## src/sv/msws_pkg.sv

```systemverilog
// Shared types and constants for the minimum sliding window sum block.
// No dependencies; imported by every file of the block but msws_ram and the assertion header.
`timescale 1ns / 1ps
`default_nettype none

package msws_pkg;

   localparam int COUNT_W    = 16;
   localparam int RIVER_W    = 17;
   localparam int STEP_W     = 11;
   localparam int POS_W      = 16;
   localparam int SUM_W      = 27;
   localparam int OUT_W      = 27;
   localparam int CSR_IDX_W  = 1;
   localparam int CSR_DATA_W = 17;

   localparam logic [RIVER_W-1:0] RIVER_CAP = 17'd65536;
   localparam logic signed [OUT_W-1:0] OUT_INVALID = '1;

   typedef enum logic [CSR_IDX_W-1:0] {
      CSR_RIVER_WIDTH = 1'b0,
      CSR_STEP_LENGTH = 1'b1
   } csr_index_type;

   // One count on its way from the accept stage to the accumulate stage
   typedef struct packed {
      logic               valid;
      logic               invalid;
      logic               in_fill;
      logic               set_least;
      logic               do_cmp;
      logic               last;
      logic               fwd;
      logic [COUNT_W-1:0] count;
      logic [COUNT_W-1:0] fwd_data;
   } msws_stage_type;

endpackage

`default_nettype wire

```

## src/sv/msws_ctrl.sv

```systemverilog
// Accept stage: tracks the set position and delay-line pointer, issues the
// delay-line read and forwards a same-address write. Depends on msws_pkg.
`timescale 1ns / 1ps
`default_nettype none

module msws_ctrl #(
   parameter int MAX_WINDOW = 1024
) (
   input  logic                                clock,
   input  logic                                reset,
   input  logic                                restart,
   input  logic [msws_pkg::RIVER_W-1:0]        river_width,
   input  logic [msws_pkg::STEP_W-1:0]         step_length,
   input  logic                                req_valid,
   input  logic [msws_pkg::COUNT_W-1:0]        req_count,
   input  logic                                advance,
   output logic                                req_ready,
   output logic                                rd_en,
   output logic [((MAX_WINDOW > 1) ? $clog2(MAX_WINDOW) : 1)-1:0] rd_addr,
   output logic                                wr_en,
   output logic [((MAX_WINDOW > 1) ? $clog2(MAX_WINDOW) : 1)-1:0] wr_addr,
   output logic [msws_pkg::COUNT_W-1:0]        wr_data,
   output msws_pkg::msws_stage_type            stage
);
   import msws_pkg::*;

   localparam int PTR_W = (MAX_WINDOW > 1) ? $clog2(MAX_WINDOW) : 1;

   logic [POS_W-1:0]   pos_ff, pos_in;
   logic [PTR_W-1:0]   ptr_ff, ptr_in;
   logic [PTR_W-1:0]   stage_addr_ff, stage_addr_in;
   msws_stage_type     stage_ff, stage_in;
   logic [RIVER_W-1:0] river_cap;
   logic [RIVER_W-1:0] set_len;
   logic [RIVER_W-1:0] pos_next;
   logic               settings_ok;
   logic               accept;
   logic               ptr_wrap;
   logic               last;

   // Decode the settings
   assign river_cap   = (river_width > RIVER_CAP) ? RIVER_CAP : river_width;
   assign set_len     = river_cap - RIVER_W'(1);
   assign settings_ok = (step_length != '0) && (river_width != '0)
                        && (river_cap > RIVER_W'(step_length))
                        && (32'(step_length) <= 32'(MAX_WINDOW));

   assign accept    = req_valid && advance;
   assign req_ready = advance;
   assign pos_next  = RIVER_W'(pos_ff) + RIVER_W'(1);
   assign last      = pos_next >= set_len;
   assign ptr_wrap  = (32'(ptr_ff) + 32'd1) >= 32'(step_length);

   // Read the entry that this count displaces
   assign rd_en   = accept;
   assign rd_addr = ptr_ff;

   // Write the count of the item leaving the accumulate stage
   assign wr_en   = stage_ff.valid && !stage_ff.invalid && advance;
   assign wr_addr = stage_addr_ff;
   assign wr_data = stage_ff.count;
   assign stage   = stage_ff;

   // Advance position and pointer, build the stage transaction
   always_comb begin
      pos_in        = pos_ff;
      ptr_in        = ptr_ff;
      stage_in      = stage_ff;
      stage_addr_in = stage_addr_ff;
      if (advance) begin
         stage_in.valid = 1'b0;
      end
      if (restart) begin
         pos_in = '0;
         ptr_in = '0;
      end else if (accept) begin
         stage_in.valid     = 1'b1;
         stage_in.invalid   = !settings_ok;
         stage_in.in_fill   = RIVER_W'(pos_ff) < RIVER_W'(step_length);
         stage_in.set_least = pos_next == RIVER_W'(step_length);
         stage_in.do_cmp    = RIVER_W'(pos_ff) >= RIVER_W'(step_length);
         stage_in.last      = last;
         stage_in.count     = req_count;
         stage_in.fwd       = wr_en && (stage_addr_ff == ptr_ff);
         stage_in.fwd_data  = stage_ff.count;
         stage_addr_in      = ptr_ff;
         if (!settings_ok || last) begin
            pos_in = '0;
            ptr_in = '0;
         end else begin
            pos_in = pos_ff + POS_W'(1);
            ptr_in = ptr_wrap ? '0 : ptr_ff + PTR_W'(1);
         end
      end
   end

   always_ff @(posedge clock) begin
      if (reset) begin
         pos_ff        <= '0;
         ptr_ff        <= '0;
         stage_ff      <= '0;
         stage_addr_ff <= '0;
      end else begin
         pos_ff        <= pos_in;
         ptr_ff        <= ptr_in;
         stage_ff      <= stage_in;
         stage_addr_ff <= stage_addr_in;
      end
   end

endmodule

`default_nettype wire

```

## config.mk

```make
export PLATFORM = sky130hd
export DESIGN_NAME = msws_ctrl
export DESIGN_NICKNAME = d
export VERILOG_FILES = /design/src/sv/msws_pkg.sv /design/src/sv/msws_ctrl.sv
export SDC_FILE = /design/constraint.sdc
export NUM_CORES = 1
export LEC_CHECK = 0
export ABC_AREA = 1
export BUFFER_PORTS_ARGS = -buffer_cell sky130_fd_sc_hd__buf_2
export CORE_MARGIN = 2
export CORE_UTILIZATION = 30
export DETAILED_ROUTE_END_ITERATION = 16
export PLACE_DENSITY = 0.45
export REMOVE_ABC_BUFFERS = 1
export SYNTH_ARGS = -nofsm -noshare
export SYNTH_HDL_FRONTEND = slang
export SYNTH_SLANG_ARGS = --single-unit
```

## constraint.sdc

```tcl
create_clock -name clock -period 4.8 [get_ports clock]
set_input_delay 1.44 -clock clock [delete_from_list [all_inputs] [get_ports clock]]
set_output_delay 1.44 -clock clock [all_outputs]
set_load 0.05 [all_outputs]
```

# After elaboration in Yosys (flattened, before gate mapping)
# Index checks and enable logic that the tools add are counted.
# totals
reg_bits	75
in_bits	49
output_inout_bits	78
wordCells	48
# classes
add_sub_neg	5
n_lt_le_gt_ge	7
eq_ne	2
muxes	7
n_bitwise	1
n_reduce_logical	14
# ops
cell	count
$mux W39	2
$mux W10	2
$add A16 B1 Y17 const B	1
$eq A17 B11 Y1	1
$ge A17 B17 Y1	1
$gt A17 B11 Y1	1
$gt A17 B17 Y1 const B	1
$mux W17	1
$reduce_bool A17 Y1	1
$sub A17 B1 Y17 const B	1
$add A16 B1 Y16 const B	1
$ge A16 B11 Y1	1
$lt A16 B11 Y1	1
$mux W16	1
$add A10 B1 Y11 const B	1
$ge A11 B11 Y1	1
$le A11 B11 Y1 const B	1
$reduce_bool A11 Y1	1
$add A10 B1 Y10 const B	1
$eq A10 B10 Y1	1
$logic_and A1 B1 Y1	7
$logic_not A1 Y1	2
$reduce_and A2 Y1	1
$reduce_or A2 Y1	1
3 further kinds	3

# Depth between registers and ports, before layout
# depth
depth_word	8
ltp_mapped	24
depth_no_buf	23

# Worst setup path after synthesis
# OpenSTA, ideal clock, no wires.
# synth_timing
path_type	in2reg
from	input port river_width[9] in the netlist's numbering
to	register ptr_ff[5] (netlist: rd_addr[5])
setup_time_ns	0.071
arrival_time_ns	4.120
required_ns	4.729
slack_ns	0.609
stages	23
n_path_buf	1
path_cell_list	nor2_1 > nand2_1 > nor2_1 > nand2_1 > nand2_2 > inv_1 > nor2_1 > inv_1 > ha_1 > nand2_1 > nor2_2 > nand4_1 > xor2_1 > inv_1 > ha_1 > a21oi_1 > o21ai_0 > nor2_1 > o211ai_1 > nor2_2 > buf_4 > nand3_2 > a21oi_2
# synth_via
elab_chain_len	8
elab_cells_between_ends	12
cone_classes	add/sub (1); order compare (3); mux (2); reduce/logical (6)
# synth_lines
element	line_no	source
from (decl)	msws_ctrl.sv:12	input logic [msws_pkg::RIVER_W-1:0] river_width,
branches (longest 6 deep; another with $gt A17 B17 Y1)	n/a	
$logic_or A1 B1 Y1 *	msws_ctrl.sv:87	if (!settings_ok || last) begin
$mux W10 *	msws_ctrl.sv:87	
to (signal assigned)	msws_ctrl.sv:105	ptr_ff <= ptr_in;
to (decl)	msws_ctrl.sv:30	logic [PTR_W-1:0] ptr_ff, ptr_in;
# Mark *: on every way between the ends.
# A chain may end at the register's enable or synchronous reset.

# Worst setup path in the final report
# layout_timing
from	input port river_width[9] in the netlist's numbering
to	register ptr_ff[1] (netlist: rd_addr[1])
# The elaborated chain is that of the path after synthesis.

==> flow_metrics.py <==
metrics = {
    "final_layout": {
        "fillers": 2088,
        "drive_gt1_share_pct": 21.62,
        "layout.nets": 1059,
        "synthToLayoutAreaGrowth_pct": 17.63,
        "fin_util_pct": 36.17,
        "diodes": 0,
    },
    "global_route": {
        "grt_pass1_wl_mm": 28.01,
        "track_usage_pct": 17.58,
        "grt_overflow": 0,
        "grt_pass1_vias": 5257,
        "antenna_found_initial": 0,
        "grt_start_max_net_pins": 48,
    },
    "routing": {
        "vias": 5633,
        "drc_errors": 0,
        "wl_per_cell_um": 14.79,
        "first_pass_iters": 5,
        "viasPerCell": 4.710,
        "drt_wl_total_mm": 17.69,
        "final_antenna_net_count": 0,
        "drt_iter0_drc": 370,
    },
    "clocking": {
        "clock_latency_ps": 340,
        "ctsHoldBuffers": 0,
        "cts_max_path_buffers": 2,
        "cts_sinks": 75,
        "cts_resized": 0,
        "cts_buffers": 9,
        "tritoncts": "built",
        "cts_setup_buffers": 0,
        "path_clk_slew_ps": 70,
        "htreeDepth": 3,
        "root_buffer": "clkbuf_16",
    },
    "min_path": {
        "hold_end": "stage[36]$_SDFFE_PP0P_",
        "hp-start": "stage[36]$_SDFFE_PP0P_",
        "min_path_type": "register to register",
        "hold_depth": 2,
    },
    "sta": {
        "worstMarginPinSlew_ps": 665.3,
        "hold_slack_ps": 463.1,
        "hold_viol": 0,
        "slew_headroom_pct": 55.54,
        "fin_crit_ps": 4248,
        "rsz0062_at_grt": "no",
        "drv_slew": 0,
        "post-route-period-util_pct": 88.49,
        "max_freq_ghz": 0.2354,
        "setup_viol": 0,
        "finClkSkew_ps": 12.05,
    },
    "worst_setup_path": {
        "cp.arrival_ps": 4450,
        "path_class": "input port to register",
        "crit_slowest_cell": "ha_1",
        "crit_start": "river_width[9]",
        "crit_path_end_kind": "register",
        "rr_worst_depth": 13,
        "path_max_fanout": 16,
        "path_cells": "buf_2 -> nor2_1 -> nand2_1 -> nor2_1 -> nand2_1 -> nand2_2 -> inv_1 -> nor2_1 -> inv_1 -> ha_1 -> nand2_1 -> nor2_2 -> nand4_1 -> xor2_1 -> inv_1 -> ha_1 -> nand4_1 -> nor2_1 -> nand3_1 -> o211ai_1 -> nor2_2 -> buf_12 -> nand3_1 -> a21oi_1",
        "required_ps": 5000,
        "r2r_end": "rd_addr[7]$_SDFFE_PP0P_",
        "r2r_start": "rd_addr[1]$_SDFFE_PP0P_",
        "critPathLaunchType": "input port",
        "r2r_slack_ps": 1450,
        "path_common_cell": "nor2_1",
        "slowest_delay_ps": 320,
    },
    "yosys": {
        "postSynthAreaPerCell_um2": 6.757,
        "synth_top_area_share_pct": 26.02,
        "synth-seq-area-share_pct": 26.02,
        "synth_edf_count": 0,
        "ys_warn_count": 0,
        "synth.most_common_cell": "nand2_1",
        "synth_area_leaders": "dfxtp_1 (26%), ha_1 (11%), nand2_1 (10%)",
        "syn_inst": 854,
        "synth.largest_area_cell": "dfxtp_1",
        "syn_area_um2": 5771,
        "async_flop_share_pct": 0,
        "ys_types": 41,
        "ys_ff_latch": 75,
        "synth_flop_cell": "dfxtp_1",
        "ys_top_cells_by_count": "nand2_1 (158), nor2_1 (148), inv_1 (84), dfxtp_1 (75), o21ai_0 (57)",
    },
    "outcome": {
        "outcome": "complete, no violations",
    },
    "floorplan": {
        "die-area_um2": 20360,
        "core_um2": 18770,
        "initial_utilization_pct": 30.75,
        "ios": 127,
        "fp.dieH_um": 142.7,
        "die_w_um": 142.7,
        "num_rows": 50,
    },
    "power_and_ir_drop": {
        "power_uw": 1644,
        "power_density_nw_per_um2": 242.1,
        "power.leakage_uw": 0.003267,
        "vdd_drop_max_v": 0.0001232,
    },
    "flow_run": {
        "cap_violations": 0,
    },
    "placement": {
        "dpl.hpwl_mm": 13.76,
        "io_buffers": 126,
        "place_congestion": 0.8594,
    },
}
==> power breakdown <==
| part | internal (µW) | total [µW] | switching [µW] |
|---|---|---|---|
| combinational | 102 | 362 | 260 |
| sequential | 643 | 657 | 14.2 |
| clock | 350 | 625 | 275 |
| total | 1090 | 1640 | 549 |
==> layout make-up <==
class | instances | area (µm²) | share of cell area (%)
multi-input combinational | 646 | 3665 | 53.99
sequential | 75 | 1501 | 22.12
timing repair buffer | 138 | 733.2 | 10.80
inverter | 87 | 326.6 | 4.811
tap | 234 | 292.8 | 4.313
clock buffer | 10 | 229.0 | 3.373
clock inverter | 6 | 40.04 | 0.5899
==> how the worst max path moves through the flow <==
stage | end | slack (ps) | depth (start not counted)
2_1_floorplan | pos_ff[15]$_SDFFE_PP0P_ | -100 | 22
3_5_place_dp | pos_ff[9]$_SDFFE_PP0P_ | 190 | 22
4_1_cts | pos_ff[9]$_SDFFE_PP0P_ | 540 | 24
6_report | rd_addr[1]$_SDFFE_PP0P_ | 550 | 24
5_1_grt | rd_addr[1]$_SDFFE_PP0P_ | 130 | 24
3_3_place_gp | pos_ff[15]$_SDFFE_PP0P_ | 180 | 24
==> routing by layer <==
layer  vias to the layer above  track usage [%]  wire length (µm)  part of all wire, %
met5                         -                0                 0                    0
met4                         0            4.950               271                  1.5
met3                        20            3.320               587                  3.3
met2                        99            27.53              7931                   45
met1                      2519            24.62              8901                   50
li1                       2995                -                 -                    -
==> registers in the layout, indices dropped and copies added, names as in the netlist, named ones only <==
signal / cells
wr_addr: 10
wr_data: 16
rd_addr: 10
pos_ff: 16
stage: 22
==> per-stage QoR <==
stage	TNS (ps)	area, µm²	worst slack, ps	instances
after floorplan	-2426	5493	-97.90	808
after global placement	0	6519	176.1	1180
after detailed placement	0	6519	187.1	1180
after CTS	0	6788	543.2	1196
after global routing	0	6788	134.5	1196
final	0	6788	552.2	1196
==> kinds of logic after synthesis <==
| family | share of synthesized area [%] |
|---|---|
| xor gates and xnor gates | 5.009 |
| and+or+nand+nor | 33.30 |
| DFF | 26.02 |
| buffers and inverters | 10.47 |
| adders and majority gates | 11.49 |
| AOI/OAI and AO/OA | 13.70 |
==> critical path, delay by kind of cell <==
| family | cells | cell delay [ps] |
|---|---|---|
| fa+ha+maj | 2 | 550 |
| compound gates | 2 | 280 |
| buf+inv | 5 | 440 |
| xor+xnor | 1 | 210 |
| simple gates | 14 | 1500 |
==> cell usage in the layout (no fill, tap or decap), types with 4 or more instances in the layout <==
cell,Yosys,layout
a21oi_1,39,39
xor2_1,27,27
o21ai_0,57,57
ha_1,53,53
o21ai_1,6,6
nor3_1,17,17
nand3_2,22,22
a21oi_2,19,19
xnor2_1,6,6
nand2_1,158,158
nand4_1,20,20
nand3_1,37,37
buf_2,3,126
dfxtp_1,75,75
inv_1,84,84
nor2_1,148,148
nor4_1,4,4
clkbuf_16,0,9
buf_4,19,11
o21bai_1,4,4
No activity file was read; power rests on OpenSTA's default activity.
