File: src/sv/msws_pkg.sv
// Shared types and constants for the minimum sliding window sum block.
// No dependencies; imported by every file of the block but msws_ram and the assertion header.
`timescale 1ns / 1ps
`default_nettype none

package msws_pkg;

   localparam int COUNT_W    = 16;
   localparam int RIVER_W    = 17;
   localparam int STEP_W     = 11;
   localparam int POS_W      = 16;
   localparam int SUM_W      = 27;
   localparam int OUT_W      = 27;
   localparam int CSR_IDX_W  = 1;
   localparam int CSR_DATA_W = 17;

   localparam logic [RIVER_W-1:0] RIVER_CAP = 17'd65536;
   localparam logic signed [OUT_W-1:0] OUT_INVALID = '1;

   typedef enum logic [CSR_IDX_W-1:0] {
      CSR_RIVER_WIDTH = 1'b0,
      CSR_STEP_LENGTH = 1'b1
   } csr_index_type;

   // One count on its way from the accept stage to the accumulate stage
   typedef struct packed {
      logic               valid;
      logic               invalid;
      logic               in_fill;
      logic               set_least;
      logic               do_cmp;
      logic               last;
      logic               fwd;
      logic [COUNT_W-1:0] count;
      logic [COUNT_W-1:0] fwd_data;
   } msws_stage_type;

endpackage

`default_nettype wire

File: src/sv/msws_accum.sv
// Accumulate stage: running window sum, least sum and the result register.
// Depends on msws_pkg.
`timescale 1ns / 1ps
`default_nettype none

module msws_accum (
   input  logic                              clock,
   input  logic                              reset,
   input  logic                              restart,
   input  msws_pkg::msws_stage_type          stage,
   input  logic [msws_pkg::COUNT_W-1:0]      rd_data,
   input  logic                              rsp_ready,
   output logic                              advance,
   output logic                              rsp_valid,
   output logic signed [msws_pkg::OUT_W-1:0] rsp_data
);
   import msws_pkg::*;

   logic [SUM_W-1:0]        sum_ff, sum_in;
   logic [SUM_W-1:0]        least_ff, least_in;
   logic                    rsp_valid_ff, rsp_valid_in;
   logic signed [OUT_W-1:0] rsp_data_ff, rsp_data_in;
   logic [COUNT_W-1:0]      old_count;
   logic [SUM_W-1:0]        sum_calc;
   logic [SUM_W-1:0]        least_calc;
   logic                    proc;

   // Hold the whole pipe while a result waits untaken
   assign advance = !rsp_valid_ff || rsp_ready;
   assign proc    = stage.valid && advance;

   // Drop the count leaving the window, add the new one
   assign old_count  = stage.fwd ? stage.fwd_data : rd_data;
   assign sum_calc   = (stage.in_fill ? sum_ff : sum_ff - SUM_W'(old_count))
                       + SUM_W'(stage.count);
   assign least_calc = stage.set_least ? sum_calc :
                       (stage.do_cmp && (sum_calc < least_ff)) ? sum_calc : least_ff;

   always_comb begin
      sum_in       = sum_ff;
      least_in     = least_ff;
      rsp_data_in  = rsp_data_ff;
      rsp_valid_in = rsp_ready ? 1'b0 : rsp_valid_ff;
      if (restart) begin
         sum_in   = '0;
         least_in = '0;
      end else if (proc) begin
         if (stage.invalid) begin
            sum_in       = '0;
            least_in     = '0;
            rsp_data_in  = OUT_INVALID;
            rsp_valid_in = 1'b1;
         end else if (stage.last) begin
            sum_in       = '0;
            least_in     = '0;
            rsp_data_in  = OUT_W'(least_calc);
            rsp_valid_in = 1'b1;
         end else begin
            sum_in   = sum_calc;
            least_in = least_calc;
         end
      end
   end

   always_ff @(posedge clock) begin
      if (reset) begin
         sum_ff       <= '0;
         least_ff     <= '0;
         rsp_valid_ff <= 1'b0;
      end else begin
         sum_ff       <= sum_in;
         least_ff     <= least_in;
         rsp_valid_ff <= rsp_valid_in;
      end
   end

   always_ff @(posedge clock) begin
      rsp_data_ff <= rsp_data_in;
   end

   assign rsp_valid = rsp_valid_ff;
   assign rsp_data  = rsp_data_ff;

endmodule

`default_nettype wire

File: config.mk
export PLATFORM = sky130hd
export DESIGN_NAME = msws_accum
export DESIGN_NICKNAME = d
export VERILOG_FILES = /design/src/sv/msws_pkg.sv /design/src/sv/msws_accum.sv
export SDC_FILE = /design/constraint.sdc
export NUM_CORES = 1
export LEC_CHECK = 0
export BUFFER_PORTS_ARGS = -buffer_cell sky130_fd_sc_hd__buf_4
export CORE_ASPECT_RATIO = 1.75
export CORE_MARGIN = 2
export CORE_UTILIZATION = 45
export DETAILED_ROUTE_END_ITERATION = 8
export PLACE_DENSITY = 0.67
export SLEW_MARGIN = 20
export SYNTH_ARGS = -nofsm -noshare
export SYNTH_HDL_FRONTEND = slang
export SYNTH_SLANG_ARGS = --single-unit
File: constraint.sdc
create_clock -name clock -period 11.1 [get_ports clock]
set_input_delay 0.555 -clock clock [delete_from_list [all_inputs] [get_ports clock]]
set_output_delay 0.555 -clock clock [all_outputs]
set_load 0.005 [all_outputs]
# Yosys cells after proc, flatten, opt, wreduce, memory -nomap -nowiden
# Cells that the tools add are included.
[op_classes]
addsub = 2
n_lt_le_gt_ge = 1
mux = 14
bitwise = 1
n_reduce_logical = 7
[ops]
columns = ["operator", "count"]
rows = [
  ["$mux 27", 8],
  ["$add 27x16->27", 1],
  ["$lt 27x27->1", 1],
  ["$sub 27x16->27", 1],
  ["$mux 16", 1],
  ["$mux 1", 5],
  ["$reduce_and 3->1", 1],
  ["$logic_and 1x1->1", 2],
  ["$reduce_bool 2->1", 1],
  ["$reduce_or 2->1", 1],
  ["$logic_not 1->1", 1],
  ["$logic_or 1x1->1", 1],
  ["$not 1->1", 1],
]
[word_totals]
reg_bits = 82
wordCells = 29

# Depth between registers and ports, before layout
# Gate-level depths: netlist of the first run.
[depth]
word_depth = 10
ltp_mapped = 32

# Worst setup path before layout of the first run
# Ideal clock, no wire load.
[synth_path]
path_type = "input -> register"
from = "input port stage[32] (netlist bit)"
to = "register least_ff[1]"
setup_ns = 0.128
arrival_time_ns = 7.081
t_required_ns = 10.972
path_slack_ns = 3.891
cell_stages = 32
path_buffers = 5
cell_sequence = "clkbuf_1 buf_1 mux2i_1 ha_1 and2_4 a221oi_4 nand2_1 a21o_1 a21oi_1 xor2_1 o21ai_0 ha_1 and4_1 nand2_1 o2111ai_1 a41oi_1 o21ba_2 a21o_1 or3_1 xnor2_1 ha_1 nand2_1 o21ai_0 a221oi_1 o211ai_1 and2_1 clkbuf_1 a21o_1 clkbuf_1 clkbuf_1 a22oi_1 nor2_1"
[synth_between]
elab_chain_len = 10
[synth_rtl]
columns = ["item", "line", "text"]
rows = [
  ["start: declaration", "msws_accum.sv:10", "input msws_pkg::msws_stage_type stage,"],
  ["$mux 16 *", "msws_accum.sv:33", "assign old_count = stage.fwd ? stage.fwd_data : rd_data;"],
  ["$sub 27x16->27 *", "msws_accum.sv:34", "assign sum_calc = (stage.in_fill ? sum_ff : sum_ff - SUM_W'(old_count))"],
  ["$mux 27 *", "msws_accum.sv:34", ""],
  ["$add 27x16->27 *", "msws_accum.sv:35", "+ SUM_W'(stage.count);"],
  ["$lt 27x27->1", "msws_accum.sv:37", "(stage.do_cmp && (sum_calc < least_ff)) ? sum_calc : least_ff;"],
  ["$logic_and 1x1->1", "msws_accum.sv:37", ""],
  ["$mux 27", "msws_accum.sv:37", ""],
  ["$mux 27 *", "msws_accum.sv:36", "assign least_calc = stage.set_least ? sum_calc :"],
  ["$mux 27 *", "msws_accum.sv:53", "end else if (stage.last) begin"],
  ["$mux 27 *", "msws_accum.sv:48", "if (stage.invalid) begin"],
  ["end signal: assignment", "msws_accum.sv:72", "least_ff <= least_in;"],
  ["end: declaration", "msws_accum.sv:20", "logic [SUM_W-1:0] least_ff, least_in;"],
]
# Every way passes the cells marked *; elsewhere a longest branch is shown, timed or not.
# A chain may end at the register's enable or synchronous reset.

# Final worst setup path of the first run
[layout_path]
from = "input port stage[32] (netlist bit)"
to = "register least_ff[21]"
# Same word-level chain as after synthesis.

==> impl_results.md, run 1 <==
- Run status: finished, final reports clean
- Total Wirelength: around 17,000 um
- Area leader, netlist: dfxtp_1
- Final GP Congestion: 0.937
- Crit path launch type: input port
- Number of hold violations in the final report: 0
- H-tree depth: 3
- Via count: 5,889
- Synth area leaders: dfxtp_1, edfxtp_1, ha_1
- Width of the die: roughly 94 um
- Crit Path Category: in2reg
- Pre-antenna DRT Iters: 5
- Wirelength per Cell: 17.2 um
- Worst IR Drop VDD: 60.0 uV
- Worst clock skew: slightly below 8 ps
- Port Buffer Count: 87
- Rows: 57
- Final HPWL DP: between 10,000 and 15,000 um
- Sequential area share after synthesis: roughly 30%
- Reg-to-reg critical path endpoint: least_ff[21]$_SDFFE_PP0P_
- Post-route minimum period: between 7000 and 8000 ps
- Netlist cell types: 70
- Synthesized cell area: between 6000 and 7000 um2
- Final Non-Filler Cells: 1,011
- CTS root buf: clkbuf_16
- Clk sinks: slightly above 80
- Core footprint: ~14,000 um2
- Clock slew at reported path FFs: 60 ps
- Area growth, synth to finish: 17.1%
- YS warnings: 0
- EDFF count, synth: 27
- Total Power Consumption: roughly 900 uW
- Slew Viols, Final: 0
- Antenna viol nets, final: 0
- Post-route setup TNS: 0 ps
- CTS tree: built
- Cell count after synthesis: between 700 and 800
- Total track usage: a little under a quarter
- Die Span Y: between 150 and 200 um
- Hold Crit Class: in2reg
- Initial Util: between 40% and 50%
- Total gr overflow: 0
- Main synth FF type: dfxtp_1
- RSZ-0062 raised after global routing: false
- Setup bufs post-CTS: 0
- Period utilization: about two thirds
- Initial antenna violation count: 0
- Design Area, Final: 7500 um2
- Yosys top cell area share: between 10% and 20%
- Leakage power total: between 0.003 and 0.004 uW
- Io pins: between 80 and 90
- Fmax: 134 MHz
- Die area: ~15,000 um2
- Crit path max fanout: 27
- R2R depth: 26
- CTS Buffer Depth: 2
- Worst Path Arrival: ~7700 ps
- DRC viols: 0
- Synth Register Bits: 82
- Nets@finish: roughly 950
- Synth async-reset ratio: 0%
- Ant diodes: 0
- Critical path startpoint: stage[32]
- Worst-Skew Late Latency: between 300 and 400 ps
- Syn Area/Cell: around 8.4 um2
- R2R Setup Slk: just under 4000 ps
- DP Area: between 7000 and 8000 um2
- WP data required: between 10,000 and 15,000 ps
- Max-cap viol count: 0
- CTS resizes: 0
- Pwr dens: 123 nW/um2
- Share of layout cells above drive strength 1: between 10% and 20%
- R2r startpoint: sum_ff[4]$_SDFFE_PP0P_
- Worst-margin pin slew: between 1000 and 1500 ps
- TritonCTS Buffers: 9
- Worst slew margin: between 30 and 40%
- Crit path capture: least_ff[21]$_SDFFE_PP0P_
- Largest net degree at the start of global routing: between 40 and 50
- Via/cell ratio: 5.82
- DRT iter0 DRCs: just under 300
- Placed Cells: 995
- Post-cts hold buffer count: 0
- Final setup fails: 0
- Vias in the first global route: between 5k and 6k
- Post-Syn Nets: approximately 880
- First-pass GRT wire length: between 20,000 and 30,000 um
- Endpoint class of the critical path: flip-flop
==> per-stage QoR <==
| stage | utilization (%) | setup slack [ps] | hold WS [ps] |
|---|---|---|---|
| floorplan | - | 3890 | 432 |
| finish | 53.9 | 3620 | 388 |
| detailed placement | 51.6 | 3310 | 448 |
| global route | 53.9 | 3090 | 390 |
| global placement | 51.6 | 3560 | 447 |
| CTS | 53.9 | 3660 | 382 |
==> worst min path at each step <==
| stage | startpoint | cells after the start | slack, ps | to |
|---|---|---|---|---|
| floorplan | least_ff[23]$_SDFFE_PP0P_ | 2 | 430 | least_ff[23]$_SDFFE_PP0P_ |
| global placement | least_ff[24]$_SDFFE_PP0P_ | 2 | 450 | least_ff[24]$_SDFFE_PP0P_ |
| detailed placement | least_ff[24]$_SDFFE_PP0P_ | 2 | 450 | least_ff[24]$_SDFFE_PP0P_ |
| CTS | reset | 2 | 380 | rsp_valid$_SDFF_PP0_ |
| global route | reset | 2 | 390 | rsp_valid$_SDFF_PP0_ |
| finish | reset | 2 | 390 | rsp_valid$_SDFF_PP0_ |
==> cells in the mapped netlist (all sizes together), types with 6 or more instances <==
cell	instances
nand2	90
nor2	70
ha	59
dfxtp	55
o21ai	44
inv	43
a21oi	41
a22oi	34
clkbuf	31
xnor2	28
edfxtp	27
mux2i	20
o211ai	19
a21o	18
nand3	15
xor2	14
nor3	12
a22o	10
a211oi	9
and2	9
nand2b	9
a211o	8
a31oi	6
buf	6
nor4	6
==> power by group <==
group / total, uW / leakage (uW) / switching, uW / internal, uW
sequential: 326 / 0.000687 / 4.41 / 322
combinational: 291 / 0.00220 / 171 / 120
clock: 305 / 0.000149 / 124 / 181
total: 922 / 0.00303 / 300 / 622
==> cells by family after synthesis <==
kind of cell | synth area share [%]
AO/OA/AOI/OAI | 25.8
XOR/XNOR | 5.86
adder cells (fa/ha/maj) | 12.2
buffers and inverters | 4.83
flip-flops | 29.9
multiplexers | 3.30
AND/OR/NAND/NOR | 18.2
==> state kept, by name (all words and copies together), names as in the netlist <==
register	cells
rsp_data	27
rsp_valid	1
sum_ff	27
least_ff	27
==> per-layer routing <==
layer | track usage [%] | up-vias | part of all wire [%]
met1 | 27.3 | 2731 | 41
met5 | 0 | - | 0
li1 | - | 2935 | -
met3 | 2.92 | 38 | 3.9
met4 | 12.8 | 0 | 4.9
met2 | 41.2 | 185 | 51
==> critical path, cell delays in order <==
cell and delay (ps):
buf_4 250, mux2i_1 240, ha_1 320, and2_4 190, a221oi_4 480, nand2_1 200
a21o_1 220, a21oi_1 190, xor2_1 180, o21ai_0 140, ha_1 430, and4_1 240
nand2_1 80, o2111ai_1 300, a41oi_1 220, o21ba_2 270, a21o_1 190, or3_1 410
xnor2_1 270, ha_1 290, nand2_1 70, o21ai_0 90, a221oi_1 400, o211ai_1 180
and2_1 180, buf_4 210, a21o_1 490, a221o_1 440
==> final cells by class <==
class                      count  area (um2)
clock buffer                  11         275
tap                          177         221
inverter                      43         161
sequential                    82        1910
multi-input combinational    600        4190
timing repair buffer          93         698
clock inverter                 5        41.3
fill                        1311        6410
==> placed cells by master (no fill, tap or decap), types with 3 or more instances in the layout <==
| cell | Yosys | routed |
|---|---|---|
| buf_4 | 1 | 93 |
| nand2_1 | 90 | 90 |
| nor2_1 | 70 | 70 |
| ha_1 | 59 | 59 |
| dfxtp_1 | 55 | 55 |
| o21ai_0 | 44 | 44 |
| inv_1 | 43 | 43 |
| a21oi_1 | 40 | 40 |
| a22oi_1 | 34 | 34 |
| xnor2_1 | 27 | 27 |
| edfxtp_1 | 27 | 27 |
| mux2i_1 | 20 | 20 |
| a21o_1 | 18 | 18 |
| o211ai_1 | 17 | 17 |
| nand3_1 | 15 | 15 |
| xor2_1 | 14 | 14 |
| nor3_1 | 12 | 11 |
| clkbuf_16 | 0 | 11 |
| a211oi_1 | 9 | 9 |
| nand2b_1 | 9 | 9 |
| a22o_1 | 9 | 9 |
| a211o_1 | 8 | 8 |
| and2_1 | 7 | 7 |
| a31oi_1 | 6 | 6 |
| o31ai_1 | 5 | 5 |
| nand4_1 | 5 | 5 |
| o2111ai_1 | 5 | 5 |
| o21a_1 | 4 | 4 |
| o31a_1 | 4 | 4 |
| and4_1 | 4 | 4 |
| nor4_1 | 4 | 4 |
| o21bai_1 | 4 | 4 |
| or3_1 | 4 | 4 |
| nor2b_1 | 3 | 3 |
| or4_1 | 3 | 3 |
| a32o_1 | 3 | 3 |
Note: power is estimated with default switching activity, not from simulation.
==> inputs of run 2 (changes only) <==
clock period = 6.9 ns   (was 11.1 ns; I/O delays follow)
==> impl_results.md, run 2 (synthesized netlist as in run 1, its figures left out) <==
- Slowest-stage cell, CP: or4_4
- Crit path launch type: input port
- Die area: ~15,000 um2
- Io pins: 88
- Antenna viol nets, final: 0
- Share of layout cells above drive strength 1: between 10% and 20%
- Area of the multi-input gates: about 4200 um2
- Run status: finished, final reports clean
- Worst clock skew: ~5.6 ps
- Final setup fails: 0
- Max-cap viol count: 0
- Most frequent CP cell: nor2_1
- Clock slew at reported path FFs: approximately 60 ps
- H-tree depth: 3
- TritonCTS Buffers: 9
- Hold Crit Class: in2reg
- Most frequent cells in the layout: buf_4, nand2_1, nor2_1
- Initial Util: between 40% and 50%
- Flop pwr share: between 30% and 40%
- Final GP Congestion: 0.958
- Initial antenna violation count: 0
- Critical Path Max Stage Delay: 470 ps
- Wirelength per Cell: roughly 17 um
- Port Buffer Count: 87
- Final worst slack: 573 ps
- Area growth, synth to finish: 18.8%
- Dpl ws: ~46 ps
- Worst Path Arrival: roughly 6500 ps
- Sw frac: approximately a third
- Final HPWL DP: roughly 14,000 um
- Total gr overflow: 0
- Post-route setup TNS: 0 ps
- CTS root buf: clkbuf_16
- DP Area: roughly 7300 um2
- Rows: 57
- DRT iter0 DRCs: 273
- Leakage power total: 0.00310 uW
- Endpoint class of the critical path: flip-flop
- RSZ-0062 raised after global routing: false
- WP data required: about 7100 ps
- Final Util: between 50% and 60%
- Via count: between 6k and 7k
- Post-route minimum period: ~6300 ps
- Crit path max fanout: 18
- Slew Viols, Final: 0
- Core footprint: approximately 14,000 um2
- Crit Path Category: in2reg
- First-pass GRT wire length: about 29,000 um
- Width of the die: 94.2 um
- Internal power: 966 uW
- Worst IR Drop VDD: between 100 and 150 uV
- Register area: 1910 um2
- Post-cts hold buffer count: 0
- Nets@finish: around 970
- Largest net degree at the start of global routing: 48
- Via/cell ratio: between 5 and 6
- Logic pwr share: between 30% and 40%
- CTS tree: built
- Total Wirelength: between 15,000 and 20,000 um
- Total track usage: a little under a quarter
- Hold WS: roughly 180 ps
- Worst-margin pin slew: ~1100 ps
- Clk pwr share: between 20% and 30%
- Fill count: around 1.3k
- Clk sinks: 82
- Pre-antenna DRT Iters: 5
- Worst slew margin: 28.1%
- Number of hold violations in the final report: 0
- DRC viols: 0
- Vias in the first global route: 5,876
- P_sw: 474 uW
- Ant diodes: 0
- Period utilization: 91.7%
- Pwr dens: between 150 and 200 nW/um2
- Fmax: ~160 MHz
- CTS Buffer Depth: 2
- Design Area, Final: 7610 um2
- Most common cell after layout, fill and taps aside: buf_4
- Worst-Skew Late Latency: around 340 ps
- Die Span Y: between 150 and 200 um
run 2: cell count changes in the layout (fill, tap and decap cells not counted), moves of 2 or more:
cell	previous run	this run
buf_12	0	2
buf_4	93	107
clkinv_2	0	2
clkbuf_16	11	9
clkinvlp_4	2	0
run 2: final timing paths:
| path | from | end | slack (ps) | cells after the start |
|---|---|---|---|---|
| min | reset | rsp_valid$_SDFF_PP0_ | 180 | 2 |
| max reg2reg | sum_ff[0]$_SDFFE_PP0P_ | least_ff[16]$_SDFFE_PP0P_ | 620 | 28 |
| min reg2reg | least_ff[23]$_SDFFE_PP0P_ | least_ff[23]$_SDFFE_PP0P_ | 460 | 2 |
| max | stage[32] | least_ff[16]$_SDFFE_PP0P_ | 570 | 29 |
run 2: final cells by class:
class	count	area share (%)
Clock inverter	6	0.559
Inverter	43	2.12
Clock buffer	9	2.96
Timing Repair Buffer	109	11.1
Tap cell	177	2.91
Multi-Input combinational cell	600	55.2
Sequential cell	82	25.1
run 2: worst max-delay path: cells and delay by family:
family | cells | cell delay (ps)
buf+inv | 2 | 360
xor+xnor | 1 | 140
fa+ha+maj | 4 | 1290
compound gates | 10 | 2040
simple gates | 11 | 2010
mux | 1 | 340
run 2: power groups by stage:
stage	sequential, uW	combinational (uW)	clock [uW]
finish	525	484	430
global route	527	539	458
floorplan	534	327	0
global placement	535	457	0
CTS	526	477	439
detailed placement	536	475	0
run 2: layer usage:
layer  wire (um)  global-route usage, %  up-vias
met5           0                      0        -
met4         708                   12.1        0
met3         742                   2.74       34
met2        9200                   42.8      188
met1        6950                   26.8     2828
li1            -                      -     2968
run 2: repair_timing:
action / in CTS / in global routing
setup endpoints to repair: 0 / 34
setup buffers: 0 / 1
resized for setup: 0 / 4
run 2: metrics by stage:
stage                     total power [uW]  std cells
after global routing                  1520       1026
after detailed placement              1010       1010
after global placement                 993       1010
after floorplan                        861        762
final                                 1440       1026
after CTS                             1440       1025
==> inputs of run 3 (changes only) <==
CORE_UTILIZATION = 35   (was 45)
PLACE_DENSITY = 0.64   (was 0.67)
==> impl_results.md, run 3 (synthesized netlist as in run 1, its figures left out) <==
- Post-route setup TNS: 0 ps
- DP Area: about 7400 um2
- Initial Util: between 30% and 40%
- Post-cts hold buffer count: 0
- First-pass GRT wire length: between 20,000 and 30,000 um
- Max-cap viol count: 0
- Final setup fails: 0
- Pwr dens: ~200 nW/um2
- Placed Cells: roughly 1.1k
- CTS root buf: clkbuf_16
- CTS tree: built
- Die Span Y: 183 um
- Via count: about 5.8k
- R2r startpoint: sum_ff[0]$_SDFFE_PP0P_
- Die area: 19,400 um2
- Total Wirelength: ~17,000 um
- Core footprint: ~18,000 um2
- Total gr overflow: 0
- Critical path startpoint: stage[32]
- Via/cell ratio: about 5.4
- Worst clock skew: 8.86 ps
- Critical Path Max Stage Delay: 450 ps
- Post-route minimum period: 6350 ps
- Width of the die: 106 um
- CTS resizes: 0
- Reg-to-reg critical path endpoint: least_ff[21]$_SDFFE_PP0P_
- Worst IR Drop VDD: 127 uV
- Final GP Congestion: 0.925
- Port Buffer Count: between 80 and 90
- Leakage power total: between 0.003 and 0.004 uW
- Slew Viols, Final: 0
- Beginning of the worst hold path: reset
- Slowest-stage cell, CP: o31ai_1
- Crit path launch type: input port
- Worst hold endpoint: rsp_valid$_SDFF_PP0_
- Final HPWL DP: 13,800 um
- Worst-Skew Late Latency: between 300 and 400 ps
- Area growth, synth to finish: 20.1%
- DRT iter0 DRCs: ~280
- Fmax: between 150 and 200 MHz
- Clk sinks: around 80
- Most common cell after layout, fill and taps aside: buf_4
- Crit Path Category: in2reg
- Endpoint class of the critical path: flip-flop
- TritonCTS Buffers: 9
- Initial antenna violation count: 0
- Antenna viol nets, final: 0
- Fill count: 1,745
- WP data required: 7130 ps
- Number of hold violations in the final report: 0
- CTS Buffer Depth: 2
- R2R depth: 27
- Ant diodes: 0
- Largest net degree at the start of global routing: 48
- Worst Path Arrival: ~6600 ps
- Setup bufs post-CTS: 0
- DRC viols: 0
- Wirelength per Cell: ~16 um
- Final Non-Filler Cells: 1,081
- Most frequent cells in the layout: buf_4, nand2_1, nor2_1
- Worst-margin pin slew: between 1000 and 1500 ps
- Period utilization: 92.0%
- Final Util: 42.8%
- R2R Setup Slk: between 600 and 700 ps
- Io pins: roughly 90
- WHS Path Cells: 2
- RSZ-0062 raised after global routing: false
- Total track usage: a little under a fifth
- Crit path max fanout: 11
- Hold Crit Class: in2reg
- Pre-antenna DRT Iters: 5
- Rows: 65
- Run status: finished, final reports clean
- Design Area, Final: ~7700 um2
- Share of layout cells above drive strength 1: between 15 and 20%
- Nets@finish: roughly 960
- Clock slew at reported path FFs: around 60 ps
- H-tree depth: 3
- Vias in the first global route: ~5.7k
- Worst slew margin: between 20% and 30%
[run 3: per-stage QoR]
step           hold WS (ps)  worst slack [ps]  power [uW]
6_report                167               553        1500
3_5_place_dp            450               202        1000
4_1_cts                 162               524        1510
5_1_grt                 184              35.2        1600
3_3_place_gp            444               244        1000
2_1_floorplan           414               101         861
[run 3: cell type report]
cell class | count | area [um2] | area share [%]
clock buffer | 14 | 294 | 3.82
tap | 234 | 293 | 3.81
inverter | 43 | 161 | 2.10
timing repair buffer | 107 | 807 | 10.5
clock inverter | 1 | 30.0 | 0.391
sequential | 82 | 1910 | 24.9
multi-input combinational | 600 | 4190 | 54.5
[run 3: worst max-delay path by stage]
stage	endpoint	cells past startpoint
5_1_grt	least_ff[7]$_SDFFE_PP0P_	29
4_1_cts	least_ff[21]$_SDFFE_PP0P_	28
6_report	least_ff[21]$_SDFFE_PP0P_	26
3_3_place_gp	least_ff[21]$_SDFFE_PP0P_	28
3_5_place_dp	least_ff[21]$_SDFFE_PP0P_	29
2_1_floorplan	least_ff[1]$_SDFFE_PP0P_	32
[run 3: power by group]
part / internal [uW] / switching [uW]
Sequential: 518 / 6.89
Clock: 328 / 184
Combinational: 201 / 268
Total: 1050 / 458
[run 3: per-layer routing]
| layer | routed length (um) | vias up | global-route usage, % |
|---|---|---|---|
| met5 | 0 | - | 0 |
| met4 | 682 | 0 | 9.89 |
| met3 | 609 | 34 | 1.42 |
| met2 | 8730 | 155 | 32.9 |
| met1 | 7040 | 2644 | 20.8 |
| li1 | - | 2971 | - |
[run 3: critical path, delay by kind of cell]
kind / cells / cell delay (ps)
buffers and inverters: 3 / 540
adder cells (fa/ha/maj): 3 / 990
AO/OA/AOI/OAI: 12 / 3280
AND/OR/NAND/NOR: 6 / 1070
multiplexers: 1 / 230
XOR/XNOR: 1 / 150
